$ cat src/rtl/ucar_pkg.sv
package ucar_pkg;

	// widths and defaults
	localparam int ADC_WIDTH_DEF = 12;
	localparam int TIMEOUT_W     = 16;
	localparam int BYTE_W        = 8;
	localparam int EV_W          = 4;

	localparam logic [TIMEOUT_W-1:0] TIMEOUT_RST = 16'd3000;
	localparam logic [BYTE_W-1:0]    BAD_MAX     = 8'd255;

	// characters of the command set
	localparam logic [BYTE_W-1:0] CH_BANG = 8'h21;
	localparam logic [BYTE_W-1:0] CH_HASH = 8'h23;
	localparam logic [BYTE_W-1:0] CH_BS   = 8'h08;
	localparam logic [BYTE_W-1:0] CH_DEL  = 8'h7F;
	localparam logic [BYTE_W-1:0] CH_O    = 8'h4F;
	localparam logic [BYTE_W-1:0] CH_K    = 8'h4B;
	localparam logic [BYTE_W-1:0] CH_R    = 8'h52;
	localparam logic [BYTE_W-1:0] CH_S    = 8'h53;
	localparam logic [BYTE_W-1:0] CH_T    = 8'h54;

	// command recognizer states
	typedef enum logic [7:0] {
		PS_BEFORE = 8'b0000_0001,
		PS_START  = 8'b0000_0010,
		PS_O      = 8'b0000_0100,
		PS_K      = 8'b0000_1000,
		PS_R      = 8'b0001_0000,
		PS_S      = 8'b0010_0000,
		PS_T      = 8'b0100_0000,
		PS_WRONG  = 8'b1000_0000
	} ps_t;

	// pending command
	typedef enum logic [1:0] {
		PC_NONE = 2'd0,
		PC_OK   = 2'd1,
		PC_RST  = 2'd2
	} pc_t;

	// link states
	typedef enum logic [2:0] {
		LS_IDLE     = 3'b001,
		LS_WAIT_RST = 3'b010,
		LS_WAIT_OK  = 3'b100
	} ls_t;

	// result events
	typedef enum logic [EV_W-1:0] {
		EV_NONE     = 4'd0,
		EV_READY    = 4'd1,
		EV_OK_SEEN  = 4'd2,
		EV_RST_SEEN = 4'd3,
		EV_UNKNOWN  = 4'd4,
		EV_REPORT   = 4'd5,
		EV_FAILED   = 4'd6,
		EV_DONE     = 4'd7,
		EV_RETX     = 4'd8,
		EV_RESTART  = 4'd9
	} ev_t;

endpackage

$ cat src/rtl/ucar_if.sv
// input channel: command byte or timer tick
interface ucar_in_if #(
	parameter int ADC_WIDTH = ucar_pkg::ADC_WIDTH_DEF
);
	logic                 valid;
	logic                 ready;
	logic                 func;
	logic [7:0]           rx_byte;
	logic [ADC_WIDTH-1:0] adc_sample;
	logic                 adc_ok;

	modport source (output valid, func, rx_byte, adc_sample, adc_ok, input ready);
	modport sink (input valid, func, rx_byte, adc_sample, adc_ok, output ready);
endinterface

// result channel
interface ucar_out_if #(
	parameter int ADC_WIDTH = ucar_pkg::ADC_WIDTH_DEF
);
	logic                 valid;
	logic                 ready;
	logic [3:0]           event_res;
	logic [ADC_WIDTH-1:0] report_value;
	logic                 led_on;

	modport source (output valid, event_res, report_value, led_on, input ready);
	modport sink (input valid, event_res, report_value, led_on, output ready);
endinterface

$ cat src/rtl/ucar_parser.sv
module ucar_parser
	import ucar_pkg::*;
(
	input  logic              clk,
	input  logic              arst_n,
	input  logic              byte_en,
	input  logic [BYTE_W-1:0] rx_byte,
	output ev_t               ev
);

	ps_t               ps_q, ps_d;
	ps_t               good_q, good_d;
	logic [BYTE_W-1:0] cnt_q, cnt_d;
	logic [BYTE_W-1:0] cnt_dec;
	logic              bs;

	assign bs      = (rx_byte == CH_BS) || (rx_byte == CH_DEL);
	assign cnt_dec = (cnt_q != '0) ? cnt_q - 1'b1 : cnt_q;

	// next recognizer state for one byte
	always_comb begin
		ps_d   = ps_q;
		good_d = good_q;
		cnt_d  = cnt_q;
		ev     = EV_NONE;
		case (ps_q)
			PS_BEFORE: begin
				if (rx_byte == CH_BANG) begin
					ps_d   = PS_START;
					good_d = PS_START;
					cnt_d  = '0;
				end
			end
			PS_START: begin
				if (bs) begin
					ps_d   = PS_BEFORE;
					good_d = PS_BEFORE;
				end else if (rx_byte == CH_HASH) begin
					ev    = EV_UNKNOWN;
					ps_d  = PS_BEFORE;
					cnt_d = '0;
				end else if (rx_byte == CH_O) begin
					ps_d   = PS_O;
					good_d = PS_O;
				end else if (rx_byte == CH_R) begin
					ps_d   = PS_R;
					good_d = PS_R;
				end else begin
					ps_d  = PS_WRONG;
					cnt_d = 8'd1;
				end
			end
			PS_O: begin
				if (bs) begin
					ps_d   = PS_START;
					good_d = PS_START;
				end else if (rx_byte == CH_K) begin
					ps_d   = PS_K;
					good_d = PS_K;
				end else begin
					ps_d  = PS_WRONG;
					cnt_d = 8'd1;
				end
			end
			PS_K: begin
				if (bs) begin
					ps_d   = PS_O;
					good_d = PS_O;
				end else if (rx_byte == CH_HASH) begin
					ev   = EV_OK_SEEN;
					ps_d = PS_BEFORE;
				end else begin
					ps_d  = PS_WRONG;
					cnt_d = 8'd1;
				end
			end
			PS_R: begin
				if (bs) begin
					ps_d   = PS_START;
					good_d = PS_START;
				end else if (rx_byte == CH_S) begin
					ps_d   = PS_S;
					good_d = PS_S;
				end else begin
					ps_d  = PS_WRONG;
					cnt_d = 8'd1;
				end
			end
			PS_S: begin
				if (bs) begin
					ps_d   = PS_R;
					good_d = PS_R;
				end else if (rx_byte == CH_T) begin
					ps_d   = PS_T;
					good_d = PS_T;
				end else begin
					ps_d  = PS_WRONG;
					cnt_d = 8'd1;
				end
			end
			PS_T: begin
				if (bs) begin
					ps_d   = PS_S;
					good_d = PS_S;
				end else if (rx_byte == CH_HASH) begin
					ev   = EV_RST_SEEN;
					ps_d = PS_BEFORE;
				end else begin
					ps_d  = PS_WRONG;
					cnt_d = 8'd1;
				end
			end
			PS_WRONG: begin
				// backspace undoes wrong characters, back to last good state at zero
				if (bs) begin
					cnt_d = cnt_dec;
					if (cnt_dec == '0) begin
						ps_d = good_q;
					end
				end else if (rx_byte == CH_HASH) begin
					ev    = EV_UNKNOWN;
					ps_d  = PS_BEFORE;
					cnt_d = '0;
				end else if (cnt_q != BAD_MAX) begin
					cnt_d = cnt_q + 1'b1;
				end
			end
			default: begin
				ps_d = PS_BEFORE;
			end
		endcase
	end

	// recognizer state registers
	always_ff @(posedge clk or negedge arst_n) begin
		if (!arst_n) begin
			ps_q   <= PS_BEFORE;
			good_q <= PS_BEFORE;
			cnt_q  <= '0;
		end else if (byte_en) begin
			ps_q   <= ps_d;
			good_q <= good_d;
			cnt_q  <= cnt_d;
		end
	end

endmodule

$ cat src/rtl/uart_command_adc_reporter_core.sv
// result: each item passes the input register and then the result register before its
//   result is offered on the output channel
// throughput: one item per cycle unless out_ch stalls; the state update for each item is
//   a single pass of recognizer and link logic between the input and result registers
// reset: arst_n clears recognizer, pending command, link state, tick counter, last value,
//   LED and both pipeline valids; timeout_q returns to 3000
module uart_command_adc_reporter_core
	import ucar_pkg::*;
#(
	parameter int ADC_WIDTH = ADC_WIDTH_DEF
) (
	input  logic                 clk,
	input  logic                 arst_n,
	ucar_in_if.sink              in_ch,
	ucar_out_if.source           out_ch,
	input  logic                 cfg_we,
	input  logic [TIMEOUT_W-1:0] cfg_wdata
);

	logic [TIMEOUT_W-1:0] timeout_q;

	logic                 valid_s1;
	logic                 func_s1;
	logic [BYTE_W-1:0]    byte_s1;
	logic [ADC_WIDTH-1:0] sample_s1;
	logic                 ok_s1;

	logic                 valid_s2;
	ev_t                  ev_s2;
	logic [ADC_WIDTH-1:0] val_s2;
	logic                 led_s2;

	pc_t                  pc_q, pc_d;
	ls_t                  ls_q, ls_d;
	logic [TIMEOUT_W-1:0] elapsed_q, elapsed_d, elapsed_inc;
	logic [ADC_WIDTH-1:0] last_q, last_d;
	logic                 led_q, led_d;

	ev_t                  parse_ev;
	ev_t                  ev;
	logic [ADC_WIDTH-1:0] val;
	logic                 adv;
	logic                 step;

	// pipeline flow
	assign adv          = out_ch.ready || !valid_s2;
	assign step         = valid_s1 && adv;
	assign in_ch.ready  = !valid_s1 || adv;

	// configuration register
	always_ff @(posedge clk or negedge arst_n) begin
		if (!arst_n) begin
			timeout_q <= TIMEOUT_RST;
		end else if (cfg_we) begin
			timeout_q <= cfg_wdata;
		end
	end

	// input register
	always_ff @(posedge clk or negedge arst_n) begin
		if (!arst_n) begin
			valid_s1 <= 1'b0;
		end else if (in_ch.ready) begin
			valid_s1 <= in_ch.valid;
		end
	end

	always_ff @(posedge clk) begin
		if (in_ch.ready && in_ch.valid) begin
			func_s1   <= in_ch.func;
			byte_s1   <= in_ch.rx_byte;
			sample_s1 <= in_ch.adc_sample;
			ok_s1     <= in_ch.adc_ok;
		end
	end

	// command recognizer
	ucar_parser u_parser (
		.clk     (clk),
		.arst_n  (arst_n),
		.byte_en (step && !func_s1),
		.rx_byte (byte_s1),
		.ev      (parse_ev)
	);

	assign elapsed_inc = (elapsed_q != '1) ? elapsed_q + 1'b1 : elapsed_q;

	// link step and pending command
	always_comb begin
		pc_d      = pc_q;
		ls_d      = ls_q;
		elapsed_d = elapsed_q;
		last_d    = last_q;
		led_d     = led_q;
		ev        = EV_NONE;
		val       = '0;
		if (!func_s1) begin
			ev = parse_ev;
			if (parse_ev == EV_OK_SEEN) begin
				pc_d = PC_OK;
			end else if (parse_ev == EV_RST_SEEN) begin
				pc_d = PC_RST;
			end
		end else begin
			case (ls_q)
				LS_WAIT_RST: begin
					if (pc_q == PC_OK) begin
						pc_d  = PC_NONE;
						led_d = 1'b0;
						ev    = EV_DONE;
					end else if (pc_q == PC_RST) begin
						pc_d = PC_NONE;
						if (ok_s1) begin
							last_d = sample_s1;
							val    = sample_s1;
							ev     = EV_REPORT;
						end else begin
							ev = EV_FAILED;
						end
						ls_d      = LS_WAIT_OK;
						elapsed_d = '0;
						led_d     = 1'b1;
					end
				end
				LS_WAIT_OK: begin
					if (pc_q == PC_RST) begin
						ls_d = LS_WAIT_RST;
						ev   = EV_RESTART;
					end else if (pc_q == PC_OK) begin
						pc_d  = PC_NONE;
						ls_d  = LS_WAIT_RST;
						led_d = 1'b0;
						ev    = EV_DONE;
					end else if (elapsed_inc >= timeout_q) begin
						val       = last_q;
						elapsed_d = '0;
						ev        = EV_RETX;
					end else begin
						elapsed_d = elapsed_inc;
					end
				end
				default: begin
					ls_d = LS_WAIT_RST;
					ev   = EV_READY;
				end
			endcase
		end
	end

	// link state registers
	always_ff @(posedge clk or negedge arst_n) begin
		if (!arst_n) begin
			pc_q      <= PC_NONE;
			ls_q      <= LS_IDLE;
			elapsed_q <= '0;
			last_q    <= '0;
			led_q     <= 1'b0;
		end else if (step) begin
			pc_q      <= pc_d;
			ls_q      <= ls_d;
			elapsed_q <= elapsed_d;
			last_q    <= last_d;
			led_q     <= led_d;
		end
	end

	// result register
	always_ff @(posedge clk or negedge arst_n) begin
		if (!arst_n) begin
			valid_s2 <= 1'b0;
		end else if (adv) begin
			valid_s2 <= valid_s1;
		end
	end

	always_ff @(posedge clk) begin
		if (step) begin
			ev_s2  <= ev;
			val_s2 <= val;
			led_s2 <= led_d;
		end
	end

	assign out_ch.valid        = valid_s2;
	assign out_ch.event_res    = ev_s2;
	assign out_ch.report_value = val_s2;
	assign out_ch.led_on       = led_s2;

	// a held input item stays until the result side frees up
	a_hold_s1: assert property (@(posedge clk) disable iff (!arst_n)
		valid_s1 && !adv |=> valid_s1)
		else $error("input stage dropped a held item");

	// a report, failed read or retransmit always shows the LED lit
	a_led_busy: assert property (@(posedge clk) disable iff (!arst_n)
		valid_s2 && (ev_s2 == EV_REPORT || ev_s2 == EV_FAILED || ev_s2 == EV_RETX)
		|-> led_s2)
		else $error("busy event without LED");

	// the ready announcement comes before any exchange, so the LED is off
	a_ready_dark: assert property (@(posedge clk) disable iff (!arst_n)
		valid_s2 && ev_s2 == EV_READY |-> !led_s2)
		else $error("ready announced with LED lit");

	// only waiting for OK lets the tick counter run up
	a_wait_ok: assert property (@(posedge clk) disable iff (!arst_n)
		step && func_s1 && ev == EV_RETX |-> ls_q == LS_WAIT_OK)
		else $error("retransmit outside of waiting for OK");

endmodule
$ cat src/flat_wrapper.sv
// flat-port wrapper written by rule: the top's interface ports become plain ports
module uart_command_adc_reporter_core_flat import ucar_pkg::*;
#(
	parameter int ADC_WIDTH = ADC_WIDTH_DEF
)
  (clk, arst_n, cfg_we, cfg_wdata, in_ch_valid, in_ch_func, in_ch_rx_byte, in_ch_adc_sample, in_ch_adc_ok, in_ch_ready, out_ch_valid, out_ch_event_res, out_ch_report_value, out_ch_led_on, out_ch_ready);
  ucar_in_if #(.ADC_WIDTH(ADC_WIDTH)) in_ch_i ();
  ucar_out_if #(.ADC_WIDTH(ADC_WIDTH)) out_ch_i ();
  input  logic clk;
  input  logic arst_n;
  input  logic cfg_we;
  input  logic [TIMEOUT_W-1:0] cfg_wdata;
  input wire logic [$bits(in_ch_i.valid)-1:0] in_ch_valid;
  input wire logic [$bits(in_ch_i.func)-1:0] in_ch_func;
  input wire logic [$bits(in_ch_i.rx_byte)-1:0] in_ch_rx_byte;
  input wire logic [$bits(in_ch_i.adc_sample)-1:0] in_ch_adc_sample;
  input wire logic [$bits(in_ch_i.adc_ok)-1:0] in_ch_adc_ok;
  output wire logic [$bits(in_ch_i.ready)-1:0] in_ch_ready;
  output wire logic [$bits(out_ch_i.valid)-1:0] out_ch_valid;
  output wire logic [$bits(out_ch_i.event_res)-1:0] out_ch_event_res;
  output wire logic [$bits(out_ch_i.report_value)-1:0] out_ch_report_value;
  output wire logic [$bits(out_ch_i.led_on)-1:0] out_ch_led_on;
  input wire logic [$bits(out_ch_i.ready)-1:0] out_ch_ready;
  assign in_ch_i.valid = in_ch_valid;
  assign in_ch_i.func = in_ch_func;
  assign in_ch_i.rx_byte = in_ch_rx_byte;
  assign in_ch_i.adc_sample = in_ch_adc_sample;
  assign in_ch_i.adc_ok = in_ch_adc_ok;
  assign in_ch_ready = in_ch_i.ready;
  assign out_ch_valid = out_ch_i.valid;
  assign out_ch_event_res = out_ch_i.event_res;
  assign out_ch_report_value = out_ch_i.report_value;
  assign out_ch_led_on = out_ch_i.led_on;
  assign out_ch_i.ready = out_ch_ready;
  uart_command_adc_reporter_core #(.ADC_WIDTH(ADC_WIDTH)) u_core (.clk(clk), .arst_n(arst_n), .in_ch(in_ch_i), .out_ch(out_ch_i), .cfg_we(cfg_we), .cfg_wdata(cfg_wdata));
endmodule
$ cat config.mk
export PLATFORM = sky130hd
export DESIGN_NAME = uart_command_adc_reporter_core_flat
export DESIGN_NICKNAME = d
export VERILOG_FILES = /design/src/rtl/ucar_pkg.sv /design/src/rtl/ucar_if.sv /design/src/rtl/ucar_parser.sv /design/src/rtl/uart_command_adc_reporter_core.sv /design/src/flat_wrapper.sv
export SDC_FILE = /design/constraint.sdc
export NUM_CORES = 1
export LEC_CHECK = 0
export BUFFER_PORTS_ARGS = -buffer_cell sky130_fd_sc_hd__buf_2
export CAP_MARGIN = 20
export CORE_MARGIN = 1.5
export CORE_UTILIZATION = 45
export DETAILED_ROUTE_END_ITERATION = 8
export PLACE_DENSITY = 0.68
export SKIP_LAST_GASP = 1
export SLEW_MARGIN = 20
export SYNTH_ARGS = -nofsm -noshare
export SYNTH_HDL_FRONTEND = slang
export SYNTH_SLANG_ARGS = --single-unit
$ cat constraint.sdc
create_clock -name clk -period 6.1 [get_ports clk]
set_input_delay 0.305 -clock clk [delete_from_list [all_inputs] [get_ports clk]]
set_output_delay 0.305 -clock clk [all_outputs]
set_load 0.02 [all_outputs]
==> results of run 1 <==
## per-stage QoR
step | hold slack [ps] | setup WS, ps | power (W) | utilization [%]
final | 57.31 | 1857 | 0.002625 | 53.36
after global routing | 40.66 | 1563 | 0.002771 | 53.36
after CTS | 44.28 | 1938 | 0.002640 | 53.09
after detailed placement | 482.7 | 1975 | 0.001694 | 49.05
after global placement | 471.9 | 2091 | 0.001669 | 49.05
after floorplan | 9.409 | 2398 | 0.001522 | -
## where the power goes
part | switching, W | internal, W | total [W]
Combinational | 0.000386 | 0.000276 | 0.000662
Clock | 0.000392 | 0.000541 | 0.000934
Sequential | 0.000100 | 0.000928 | 0.00103
Total | 0.000879 | 0.00175 | 0.00262
## logic make-up (layout without fill, tap and decap cells)
kind of cell | count (synthesis) | in the layout | synth area share (%)
xor gates and xnor gates | 16 | 16 | 2.220
muxes | 30 | 30 | 5.272
DFF | 114 | 114 | 48.47
adders and majority gates | 23 | 23 | 4.558
AOI/OAI and AO/OA | 154 | 154 | 16.71
and+or+nand+nor | 218 | 218 | 18.87
buffers and inverters | 55 | 130 | 3.904
## path summary, 6_finish.rpt
check                                                startpoint                                   to  slack, ps  depth (start not counted)
max in group asynchronous                                arst_n  u_core.u_parser.ps_q[0]$_DFFE_PN1P_       5110                          3
worst max-delay path            u_core.elapsed_q[0]$_DFFE_PN0P_      u_core.elapsed_q[0]$_DFFE_PN0P_       1860                         15
worst min-delay path                           in_ch_rx_byte[1]          u_core.byte_s1[1]$_DFFE_PP_         60                          1
worst min register to register      u_core.valid_s1$_DFFE_PN0N_      u_core.out_ch.valid$_DFFE_PN0P_        500                          1
min in group asynchronous                                arst_n     u_core.timeout_q[10]$_DFFE_PN0P_        370                          2
worst max register to register  u_core.elapsed_q[0]$_DFFE_PN0P_      u_core.elapsed_q[0]$_DFFE_PN0P_       1860                         15
## layer usage
| layer | global-route usage [%] | routed length [µm] |
|---|---|---|
| met1 | 25.25 | 6382 |
| met2 | 32.49 | 6587 |
| met3 | 4.511 | 581 |
| met4 | 5.662 | 179 |
| met5 | 0 | 0 |
## cells in the mapped netlist (5+ instances only)
cell type | count | area (µm²)
sky130_fd_sc_hd__and2_1 | 8 | 50.05
sky130_fd_sc_hd__ha_1 | 23 | 287.8
sky130_fd_sc_hd__edfxtp_1 | 39 | 1171
sky130_fd_sc_hd__nand4_1 | 7 | 43.79
sky130_fd_sc_hd__a21oi_1 | 21 | 105.1
sky130_fd_sc_hd__clkbuf_1 | 16 | 60.06
sky130_fd_sc_hd__nand4b_1 | 6 | 52.55
sky130_fd_sc_hd__mux2_2 | 26 | 292.8
sky130_fd_sc_hd__o21ai_0 | 44 | 220.2
sky130_fd_sc_hd__xnor2_1 | 6 | 52.55
sky130_fd_sc_hd__o22ai_1 | 5 | 31.28
sky130_fd_sc_hd__a21o_1 | 12 | 90.09
sky130_fd_sc_hd__nand2b_1 | 7 | 43.79
sky130_fd_sc_hd__nand2_1 | 63 | 236.5
sky130_fd_sc_hd__nor3_1 | 9 | 45.04
sky130_fd_sc_hd__inv_1 | 30 | 112.6
sky130_fd_sc_hd__o31ai_1 | 6 | 45.04
sky130_fd_sc_hd__nand3_1 | 22 | 110.1
sky130_fd_sc_hd__dfrtp_1 | 65 | 1627
sky130_fd_sc_hd__or3_1 | 5 | 31.28
sky130_fd_sc_hd__xor2_1 | 10 | 87.58
sky130_fd_sc_hd__dfstp_2 | 10 | 262.8
sky130_fd_sc_hd__a22o_1 | 18 | 157.7
sky130_fd_sc_hd__a31oi_1 | 11 | 68.82
sky130_fd_sc_hd__nor2_1 | 42 | 157.7
sky130_fd_sc_hd__and3_1 | 6 | 37.54
## critical path, stage by stage, from the launching register on
cell	delay, ps
sky130_fd_sc_hd__dfrtp_1	440
sky130_fd_sc_hd__ha_1	210
sky130_fd_sc_hd__nand2_1	100
sky130_fd_sc_hd__nor4_2	540
sky130_fd_sc_hd__nand3_1	340
sky130_fd_sc_hd__nand2_1	240
sky130_fd_sc_hd__nor2_1	70
sky130_fd_sc_hd__xor2_1	230
sky130_fd_sc_hd__ha_1	290
sky130_fd_sc_hd__a21o_1	170
sky130_fd_sc_hd__a21o_1	170
sky130_fd_sc_hd__a21oi_1	130
sky130_fd_sc_hd__a211oi_1	100
sky130_fd_sc_hd__or3b_2	590
sky130_fd_sc_hd__nor2_1	340
sky130_fd_sc_hd__a22o_1	210
## layout make-up
| class | count | area share (%) |
|---|---|---|
| multi-input combinational | 441 | 40.98 |
| tap | 180 | 3.064 |
| clock inverter | 14 | 1.600 |
| timing repair buffer | 68 | 5.209 |
| sequential | 114 | 41.64 |
| inverter | 30 | 1.532 |
| clock buffer | 18 | 5.975 |
## registers in the layout (all words and copies together), names as in the netlist
register and count:
u_core.out_ch.event_res 4, u_core.elapsed_q 16, u_core.sample_s1 12, u_core.pc_q 2, u_core.u_parser.good_q 7, u_core.u_parser.ps_q 8
u_core.ls_q 3, u_core.timeout_q 16, u_core.out_ch.report_value 12, u_core.u_parser.cnt_q 8, u_core.ok_s1 1, u_core.out_ch.valid 1
u_core.last_q 12, u_core.func_s1 1, u_core.byte_s1 8, u_core.led_q 1, u_core.valid_s1 1, u_core.out_ch.led_on 1
## repair_timing
item,in CTS,in global routing
endpoints found under the hold margin,0,23
resized for setup,0,0
hold buffers,0,1
==> out/metrics.sh, run 1 <==
GRT_START_MAX_NET_PINS=76
WORST_SETUP_HOLD_PATH_CLK_SLEW_PS=60
LAYOUTNONFILLERINSTCOUNT=865
CLKLATENCYLATEPIN_PS=420
CTS_ROOT_BUFFER='sky130_fd_sc_hd__clkbuf_16'
NUM_ROWS=43
MAX_CLOCK_FREQ_MHz=235.7
FLOORPLAN.IO_PINS=62
PEAKVDDDROP_V=0.0002158
LAYOUT_COMMONEST_CELL='sky130_fd_sc_hd__dfrtp_1'
PLACED_AREA_UM2=6755
DRV.MAX_CAP_VIOLATION_COUNT=0
DETAIL_PLACEMENT_HPWL_UM=9562
FIN_AREA_UM2=7350
ANTENNA_CELLS_INSERTED=0
WORST_EP_ARRIVAL_TIME_PS=4600
PLACE.DETAILED.INSTANCES=831
SYNTH_TOP_FLOP_CELL='sky130_fd_sc_hd__dfrtp_1'
YS_FF_LATCH=114
VIAS_PER_CELL=5.687
SYNTH_EDF_COUNT=39
DESIGN.CORE.AREA_UM2=13770
CTS_TREE='built'
ROUTABILITYCONGESTION=0.8713
NETS=738
NUM_VIAS=4919
LAYOUT.FILLER_CELLS=1265
AREA_DELTA_SYNTH_FINAL_PCT=16.41
POST_CTS.REPAIR.SETUP_BUFFERS=0
GRT_FIRST_PASS_WIRELENGTH_UM=22600
SINK_COUNT=114
FINAL_SETUP_VIOLATION_COUNT=0
ROUTE.FINAL.WIRE_LENGTH_UM=13730
CRITPATHREQUIREDTIME_PS=6460
DETAIL_ROUTE.WL_PER_CELL_UM=15.87
SYNTH_CELLS=610
START_UTIL_PCT=45.84
DIE_AREA_UM2=14750
ANTENNA_FOUND_INITIAL=0
PORT-BUFFER-COUNT=61
DIE_HEIGHT_UM=121.5
POST_SYNTH_INSTANCE_AREA_UM2=6314
ASYNCSETRESETFLOPFRACSYNTH_PCT=65.79
CRITICAL_PATH.MAX_FANOUT=13
NUM_CTS_BUFFERS=17
MIN-DELAY-PATH-CLASS='in2reg'
DRT_FIRST_ITER_VIOLATIONS=366
RELSLEWSLACK_PCT=38.23
LAYOUT_WORST_PATH_CYCLE_SHARE_PCT=69.55
MULTIINPUTGATEAREA_UM2=3012
REMAINING_DRC_ERRORS=0
H-TREE-DEPTH=4
FINALCLOCKSKEW_PS=9.198
YS.WARNINGS.COUNT=0
CLOCK_PATH_BUFFERS=2
SYN-MEAN-INSTANCE-AREA_UM2=10.35
COMMONEST_CELLS_AFTER_ROUTING_FILL_AND_TAPS_ASIDE='sky130_fd_sc_hd__dfrtp_1 (65), sky130_fd_sc_hd__nand2_1 (63), sky130_fd_sc_hd__buf_2 (60), sky130_fd_sc_hd__o21ai_0 (44), sky130_fd_sc_hd__nor2_1 (42)'
SEQ_AREA_FRAC_SYNTH_PCT=48.47
FINALHOLDVIOLATIONS=0
WORSTSETUPENDPOINTTYPE='flop'
TIMING.SETUP.CRITICAL_PATH_CLASS='reg2reg'
FINAL_ANTENNA_NET_COUNT=0
DIE_W_UM=121.5
NUMBER_OF_LIBRARY_CELL_TYPES_MAPPED_BY_SYNTHESIS=75
FINALSETUPTNS_PS=0
WORSTSETUPSTARTPOINTTYPE='flop'
NUMBER_OF_GLOBAL_ROUTE_VIAS_BEFORE_REPAIR=4746
DRV_SLEW=0
POWER_DENSITY_OVER_THE_CELLS_nW_PER_UM2=357.1
GRT_USAGE_PCT=19.47
GRT_SETUP_UNREPAIRED='no'
FINALWORSTPATHREQUIREDPERIOD_PS=4243
LEAKAGE_nW=3.252
DRIVE_ABOVE_1_SHARE_PCT=23.21
DETAILEDROUTE.FIRSTPASSITERATIONCOUNT=5
RESULT_OF_THE_RUN='complete, no violations'
REGISTER_AREA_UM2=3060
GRT_OVERFLOW_TOTAL=0
WORST_SLEW_PIN_SLEW_PS=926.6
SYNTHESIS.NETS=676
No activity file was read; power rests on OpenSTA's default activity.
==> inputs of run 2 (changes only) <==
clock period = 4.3 ns   (was 6.1 ns; I/O delays follow)
==> run 2 against run 1 <==
- routed wire length grew 1.6%
- sequential cell count is the same
- fmax grew 11%
- critical path type unchanged
- critical path depth grew 1
- hold slack lost 100 ps
- the flow now finishes with violations (negative hold slack)
- global-route usage grew 0.68 points
- via count grew 3.8%
- die area is the same
- setup slack lost 1400 ps
- core utilization grew 1.8 points
- register-to-register slack lost 1400 ps
==> out/metrics.sh, run 2 (synthesis gave the netlist of run 1 again) <==
RESULT_OF_THE_RUN='finished with violations'
FAILED_CHECKS='negative hold slack'
DETAIL_PLACEMENT_HPWL_UM=9522  # -0.43%
WORST_EP_ARRIVAL_TIME_PS=4010  # -590 ps
DESIGN.CORE.AREA_UM2=13770  # unchanged
VIAS_PER_CELL=5.749  # +1.1%
CTS_TREE='built'
LAYOUT_COMMONEST_CELL='sky130_fd_sc_hd__dfrtp_1'
GRT_FIRST_PASS_WIRELENGTH_UM=23200  # +2.7%
FIN_AREA_UM2=7600  # +3.4%
CRITPATHREQUIREDTIME_PS=4470  # -1990 ps
NUM_CTS_BUFFERS=17  # unchanged
CLKLATENCYLATEPIN_PS=420  # about the same
POST_CTS.REPAIR.SETUP_BUFFERS=0  # unchanged
CLOCK_PATH_BUFFERS=2  # unchanged
CPLARGESTDELAYFAMILY='simple AND/OR/NAND/NOR gates'
NUM_ROWS=43  # unchanged
DETAILEDROUTE.FIRSTPASSITERATIONCOUNT=5  # unchanged
FLOORPLAN.IO_PINS=62  # unchanged
ANTENNA_FOUND_INITIAL=0  # unchanged
FINAL_ANTENNA_NET_COUNT=0  # unchanged
NUMBER_OF_GLOBAL_ROUTE_VIAS_BEFORE_REPAIR=4912  # +3.5%
PEAKVDDDROP_V=0.0002685  # +24%
ROUTE.FINAL.WIRE_LENGTH_UM=13950  # +1.6%
DETAIL_ROUTE.WL_PER_CELL_UM=15.71  # -1.0%
GRT_START_MAX_NET_PINS=76  # unchanged
MIN-DELAY-PATH-CLASS='in2async'
WORST_SETUP_HOLD_PATH_CLK_SLEW_PS=60  # about the same
ANTENNA_CELLS_INSERTED=0  # unchanged
PORT-BUFFER-COUNT=61  # unchanged
MAX_CLOCK_FREQ_MHz=260.8  # +11%
GRT_SETUP_UNREPAIRED='no'
WORSTSETUPSTARTPOINTTYPE='flop'
FINALHOLDVIOLATIONS=65  # +65
H-TREE-DEPTH=4  # unchanged
DIE_AREA_UM2=14750  # unchanged
DRV.MAX_CAP_VIOLATION_COUNT=0  # unchanged
DIE_HEIGHT_UM=121.5  # unchanged
NUM_VIAS=5105  # +3.8%
REPORT.POWER.TOTAL_W=0.003804  # +45%
COMMONEST_CELLS_AFTER_ROUTING_FILL_AND_TAPS_ASIDE='sky130_fd_sc_hd__dfrtp_1 (65), sky130_fd_sc_hd__nand2_1 (63), sky130_fd_sc_hd__buf_2 (60), sky130_fd_sc_hd__o21ai_0 (44), sky130_fd_sc_hd__nor2_1 (42)'
LARGEST_STAGE_DELAY_ON_THE_CRITICAL_PATH_PS=460  # -130 ps
DRV_SLEW=0  # unchanged
START_UTIL_PCT=45.84  # unchanged
FINAL_SETUP_VIOLATION_COUNT=0  # unchanged
PLACED_AREA_UM2=6770  # +0.22%
TOTAL_BUFFERS_AND_INVERTERS_TRAVERSED_BY_THE_CRITICAL_PATH=1  # +1
GRT_OVERFLOW_TOTAL=0  # unchanged
ROUTABILITYCONGESTION=0.8602  # -1.3%
WORST_SLEW_PIN_SLEW_PS=958.4  # +31.81 ps
CRITICAL_PATH.MAX_FANOUT=12  # -1
FINALWORSTPATHREQUIREDPERIOD_PS=3834  # -408.4 ps
TIMING.SETUP.CRITICAL_PATH_CLASS='reg2reg'
CTS_ROOT_BUFFER='sky130_fd_sc_hd__clkbuf_16'
LAYOUT_WORST_PATH_CYCLE_SHARE_PCT=89.17  # +20 points
FINALSETUPTNS_PS=0  # unchanged
AREA_DELTA_SYNTH_FINAL_PCT=20.37
CELL_CHAIN_CRITICAL_PATH='ha_1 > nand2_1 > nor4_4 > nand3_2 > nand2_1 > nor2_1 > xor2_1 > ha_1 > a21o_1 > a21o_1 > a21oi_1 > a211oi_1 > nor2_1 > a2111oi_2 > buf_4 > a22o_1'
DRT_FIRST_ITER_VIOLATIONS=388  # +6.0%
HOLD-WORST-SLACK_PS=-46.66  # -104.0 ps
DIE_W_UM=121.5  # unchanged
SINK_COUNT=114  # unchanged
GRT_USAGE_PCT=20.15  # +0.68 points
LEAKAGE_nW=3.368  # +3.6%
FINALCLOCKSKEW_PS=11.85  # +2.648 ps
POST-ROUTE-UTIL_PCT=55.18  # +1.8 points
WORST_PATH_MAX_DELAY_CELL='sky130_fd_sc_hd__nor4_4'
REMAINING_DRC_ERRORS=0  # unchanged
REG_TOP3='u_core.elapsed_q: 16 flops, u_core.timeout_q: 16 flops'
DRIVE_ABOVE_1_SHARE_PCT=22.74  # -0.47 points
WORSTSETUPENDPOINTTYPE='flop'
NETS=761  # +3.1%
POWER_DENSITY_OVER_THE_CELLS_nW_PER_UM2=500.6  # +40%
RELSLEWSLACK_PCT=36.11  # -2.1 points
==> run 2: through the flow <==
| stage | instances | setup slack (ps) |
|---|---|---|
| 2_1_floorplan | 610 | 598.1 |
| 3_3_place_gp | 833 | 437.9 |
| 3_5_place_dp | 833 | 298.5 |
| 4_1_cts | 888 | 236.3 |
| 5_1_grt | 888 | 106.3 |
| 6_report | 888 | 465.8 |
==> run 2: area by class of cell <==
cell class | count | area (µm²)
clock buffer | 17 | 425.4
clock inverter | 15 | 160.2
fill | 1195 | 6173
inverter | 30 | 112.6
multi-input combinational | 441 | 3025
sequential | 114 | 3060
tap | 180 | 225.2
timing repair buffer | 91 | 590.6
==> run 2: where the power goes <==
part / leakage (nW) / total, W / switching [W] / internal [W]
Sequential: 1.32 / 0.00145 / 0.000138 / 0.00132
Clock: 0.284 / 0.00139 / 0.000571 / 0.000821
Combinational: 1.76 / 0.000958 / 0.000552 / 0.000406
Total: 3.37 / 0.00380 / 0.00126 / 0.00254
==> run 2: path summary, 6_finish.rpt <==
kind / depth (start not counted) / from / to / slack [ps]
max: 16 / u_core.elapsed_q[0]$_DFFE_PN0P_ / u_core.out_ch.report_value[9]$_SDFFCE_PN0P_ / 470
min: 1 / arst_n / u_core.elapsed_q[11]$_DFFE_PN0P_ / -50
max reg2reg: 16 / u_core.elapsed_q[0]$_DFFE_PN0P_ / u_core.out_ch.report_value[9]$_SDFFCE_PN0P_ / 470
min reg2reg: 1 / u_core.valid_s1$_DFFE_PN0N_ / u_core.out_ch.valid$_DFFE_PN0P_ / 500
max in group asynchronous: 1 / arst_n / u_core.u_parser.good_q[6]$_DFFE_PN0P_ / 3730
min in group clk: 3 / cfg_wdata[12] / u_core.timeout_q[12]$_DFFE_PN0P_ / 10
==> run 2: what timing repair did <==
item | in CTS | in global routing
hold endpoints to repair | 23 | 0
setup endpoints to repair | 0 | 26
hold buffers | 23 | 0
gates resized for setup | 0 | 2
==> run 2: per-layer routing <==
metal | share of wire [%] | global-route usage (%) | up-vias
met5 | 0 | 0 | -
met3 | 5.3 | 4.323 | 23
met1 | 44 | 25.53 | 2495
met4 | 1.8 | 8.456 | 0
met2 | 49 | 33.37 | 164
li1 | - | - | 2423
==> inputs of run 3 (changes only) <==
CTS_CLUSTER_DIAMETER = 30   (was unset)
RECOVER_POWER = 50   (was unset)
==> run 3 against run 2 <==
- the flow finishes with violations (max-capacitance violations, max-slew violations)
- first-iteration DRC count up 4.6%
- core utilization down 0.091 points
- power about the same
- global-route usage unchanged
- critical path type unchanged
- largest cell class unchanged
- highest routed layer unchanged
==> out/metrics.sh, run 3 (synthesis gave the netlist of run 1 again) <==
LEAKAGE_nW=3.342  # -0.77%
REGISTER_AREA_UM2=3060  # unchanged
AREA_DELTA_SYNTH_FINAL_PCT=20.17
POWER_DENSITY_OVER_THE_CELLS_nW_PER_UM2=501.2  # +0.12%
LAYOUT.FILLER_CELLS=1199  # +0.33%
WORSTSETUPSTARTPOINTTYPE='flop'
COMMONEST_CELLS_AFTER_ROUTING_FILL_AND_TAPS_ASIDE='sky130_fd_sc_hd__dfrtp_1 (65), sky130_fd_sc_hd__nand2_1 (63), sky130_fd_sc_hd__buf_2 (52), sky130_fd_sc_hd__o21ai_0 (44), sky130_fd_sc_hd__nor2_1 (42)'
LAYOUT_WORST_PATH_CYCLE_SHARE_PCT=89.30  # +0.13 points
NUM_CTS_BUFFERS=17  # unchanged
GRT_FIRST_PASS_WIRELENGTH_UM=23200  # unchanged
PEAKVDDDROP_V=0.0002677  # -0.30%
PORT-BUFFER-COUNT=61  # unchanged
FINAL_ANTENNA_NET_COUNT=0  # unchanged
REMAINING_DRC_ERRORS=0  # unchanged
START_UTIL_PCT=45.84  # unchanged
TIMING.HOLD.WORST_PATH_DEPTH=3
HOLD-WORST-SLACK_PS=13.77  # +60.43 ps
GRT_OVERFLOW_TOTAL=0  # unchanged
VIAS_PER_CELL=5.736  # -0.22%
DRIVE_ABOVE_1_SHARE_PCT=21.61  # -1.1 points
WORST_EP_ARRIVAL_TIME_PS=4010  # about the same
NUM_ROWS=43  # unchanged
DESIGN.CORE.AREA_UM2=13770  # unchanged
CPLARGESTDELAYFAMILY='simple AND/OR/NAND/NOR gates'
GRT_START_MAX_NET_PINS=76  # unchanged
H-TREE-DEPTH=4  # unchanged
DIE_AREA_UM2=14750  # unchanged
CTS_TREE='built'
NUMBER_OF_GLOBAL_ROUTE_VIAS_BEFORE_REPAIR=4912  # unchanged
PLACE.DETAILED.INSTANCES=833  # unchanged
RESULT_OF_THE_RUN='finished with violations'
FF2FF_PATH_DEPTH=16  # unchanged
CRITPATHREQUIREDTIME_PS=4470  # about the same
NETS=761  # unchanged
FINALCLOCKSKEW_PS=12.20  # +0.3545 ps
WORST_SETUP_HOLD_PATH_CLK_SLEW_PS=60  # about the same
FLOORPLAN.IO_PINS=62  # unchanged
DETAIL_PLACEMENT_HPWL_UM=9522  # unchanged
GRT_USAGE_PCT=20.15  # unchanged
FINALHOLDVIOLATIONS=0  # -100%
FIN_AREA_UM2=7587  # -0.16%
DETAILEDROUTE.FIRSTPASSITERATIONCOUNT=5  # unchanged
DIE_W_UM=121.5  # unchanged
DRV_SLEW=76  # +76
FAILED_CHECKS='max-capacitance violations, max-slew violations'
ANTENNA_CELLS_INSERTED=0  # unchanged
FINALSETUPTNS_PS=0  # unchanged
ROUTABILITYCONGESTION=0.8602  # unchanged
MAX_CLOCK_FREQ_MHz=260.4  # -0.15%
GRT_SETUP_UNREPAIRED='no'
FINALWORSTPATHREQUIREDPERIOD_PS=3840  # +5.757 ps
CELL_CHAIN_CRITICAL_PATH='ha_1 > nand2_1 > nor4_4 > nand3_2 > nand2_1 > nor2_1 > xor2_1 > ha_1 > a21o_1 > a21o_1 > a21oi_1 > a211oi_1 > nor2_1 > a2111oi_2 > buf_4 > a22o_1'
POST_CTS.REPAIR.SETUP_BUFFERS=0  # unchanged
DRT_FIRST_ITER_VIOLATIONS=406  # +4.6%
TIMING.SETUP.CRITICAL_PATH_CLASS='reg2reg'
MIN-DELAY-PATH-CLASS='in2reg'
DETAIL_ROUTE.WL_PER_CELL_UM=15.68  # -0.22%
LAYOUTNONFILLERINSTCOUNT=888  # unchanged
WORST_PATH_MAX_DELAY_CELL='sky130_fd_sc_hd__nor4_4'
SINK_COUNT=114  # unchanged
LARGEST_STAGE_DELAY_ON_THE_CRITICAL_PATH_PS=460  # about the same
CRITICAL_PATH.MAX_FANOUT=12  # unchanged
ROUTE.FINAL.WIRE_LENGTH_UM=13920  # -0.22%
PLACED_AREA_UM2=6770  # unchanged
LAYOUT_COMMONEST_CELL='sky130_fd_sc_hd__dfrtp_1'
CP.DEPTH=16  # unchanged
MULTIINPUTGATEAREA_UM2=3025  # unchanged
WORSTSETUPENDPOINTTYPE='flop'
CLKLATENCYLATEPIN_PS=420  # about the same
REG_TOP3='u_core.elapsed_q: 16 flops, u_core.timeout_q: 16 flops'
CTS_ROOT_BUFFER='sky130_fd_sc_hd__clkbuf_16'
DRV.MAX_CAP_VIOLATION_COUNT=1  # +1
CLOCK_PATH_BUFFERS=2  # unchanged
DIE_HEIGHT_UM=121.5  # unchanged
ANTENNA_FOUND_INITIAL=0  # unchanged
FINAL_SETUP_VIOLATION_COUNT=0  # unchanged
WORST_SLEW_PIN_SLEW_PS=1881  # +922.4 ps
TOTAL_BUFFERS_AND_INVERTERS_TRAVERSED_BY_THE_CRITICAL_PATH=1  # unchanged
RELSLEWSLACK_PCT=-25.38  # -61 points
NUM_VIAS=5094  # -0.22%
run 3: cell count changes in the layout (fill, tap and decap cells not counted):
cell	previous run	this run
sky130_fd_sc_hd__clkbuf_2	0	1
sky130_fd_sc_hd__buf_2	60	52
sky130_fd_sc_hd__buf_4	8	7
sky130_fd_sc_hd__clkbuf_1	0	8
run 3: path summary, 6_finish.rpt:
check | from | end | slack (ps)
min reg2reg | u_core.valid_s1$_DFFE_PN0N_ | u_core.out_ch.valid$_DFFE_PN0P_ | 500
min in group asynchronous | arst_n | u_core.elapsed_q[11]$_DFFE_PN0P_ | 320
min | cfg_wdata[12] | u_core.timeout_q[12]$_DFFE_PN0P_ | 10
max in group asynchronous | arst_n | u_core.u_parser.good_q[6]$_DFFE_PN0P_ | 2860
max reg2reg | u_core.elapsed_q[0]$_DFFE_PN0P_ | u_core.out_ch.report_value[9]$_SDFFCE_PN0P_ | 460
max | u_core.elapsed_q[0]$_DFFE_PN0P_ | u_core.out_ch.report_value[9]$_SDFFCE_PN0P_ | 460
run 3: timing repair:
item,CTS,global route
gates resized for setup,0,2
hold buffers,23,0
setup endpoints to repair,0,26
hold endpoints to repair,23,0
run 3: layout make-up:
cell class | count | share of cell area, %
inverters | 30 | 1.484
well taps | 180 | 2.968
clock buffers | 17 | 5.607
flip-flops and latches | 114 | 40.34
repair buffers | 91 | 7.619
clock inverters | 15 | 2.111
multi-input cells | 441 | 39.87
run 3: metal layers:
| layer | GRT usage, % | share of wire [%] |
|---|---|---|
| met5 | 0 | 0 |
| met1 | 25.53 | 44 |
| met4 | 8.456 | 1.7 |
| met2 | 33.37 | 49 |
| met3 | 4.323 | 5.3 |
run 3: power by group:
part | internal, W | leakage, nW | switching [W]
Sequential | 0.00132 | 1.32 | 0.000139
Combinational | 0.000404 | 1.74 | 0.000551
Clock | 0.000821 | 0.284 | 0.000571
Total | 0.00254 | 3.34 | 0.00126
run 3: worst register-to-register path: stages (launching register included):
cell	delay, ps
sky130_fd_sc_hd__dfrtp_1	430
sky130_fd_sc_hd__ha_1	190
sky130_fd_sc_hd__nand2_1	130
sky130_fd_sc_hd__nor4_4	460
sky130_fd_sc_hd__nand3_2	220
sky130_fd_sc_hd__nand2_1	200
sky130_fd_sc_hd__nor2_1	70
sky130_fd_sc_hd__xor2_1	230
sky130_fd_sc_hd__ha_1	290
sky130_fd_sc_hd__a21o_1	160
sky130_fd_sc_hd__a21o_1	170
sky130_fd_sc_hd__a21oi_1	150
sky130_fd_sc_hd__a211oi_1	100
sky130_fd_sc_hd__nor2_1	240
sky130_fd_sc_hd__a2111oi_2	120
sky130_fd_sc_hd__buf_4	200
sky130_fd_sc_hd__a22o_1	240
run 3: through the flow:
stage | util [%] | setup WS (ps) | power (W)
detailed placement | 49.16 | 298.5 | 0.002400
global route | 55.09 | 106.3 | 0.004021
CTS | 55.08 | 236.3 | 0.003826
global placement | 49.16 | 437.9 | 0.002377
floorplan | - | 598.1 | 0.002159
finish | 55.09 | 460.0 | 0.003803
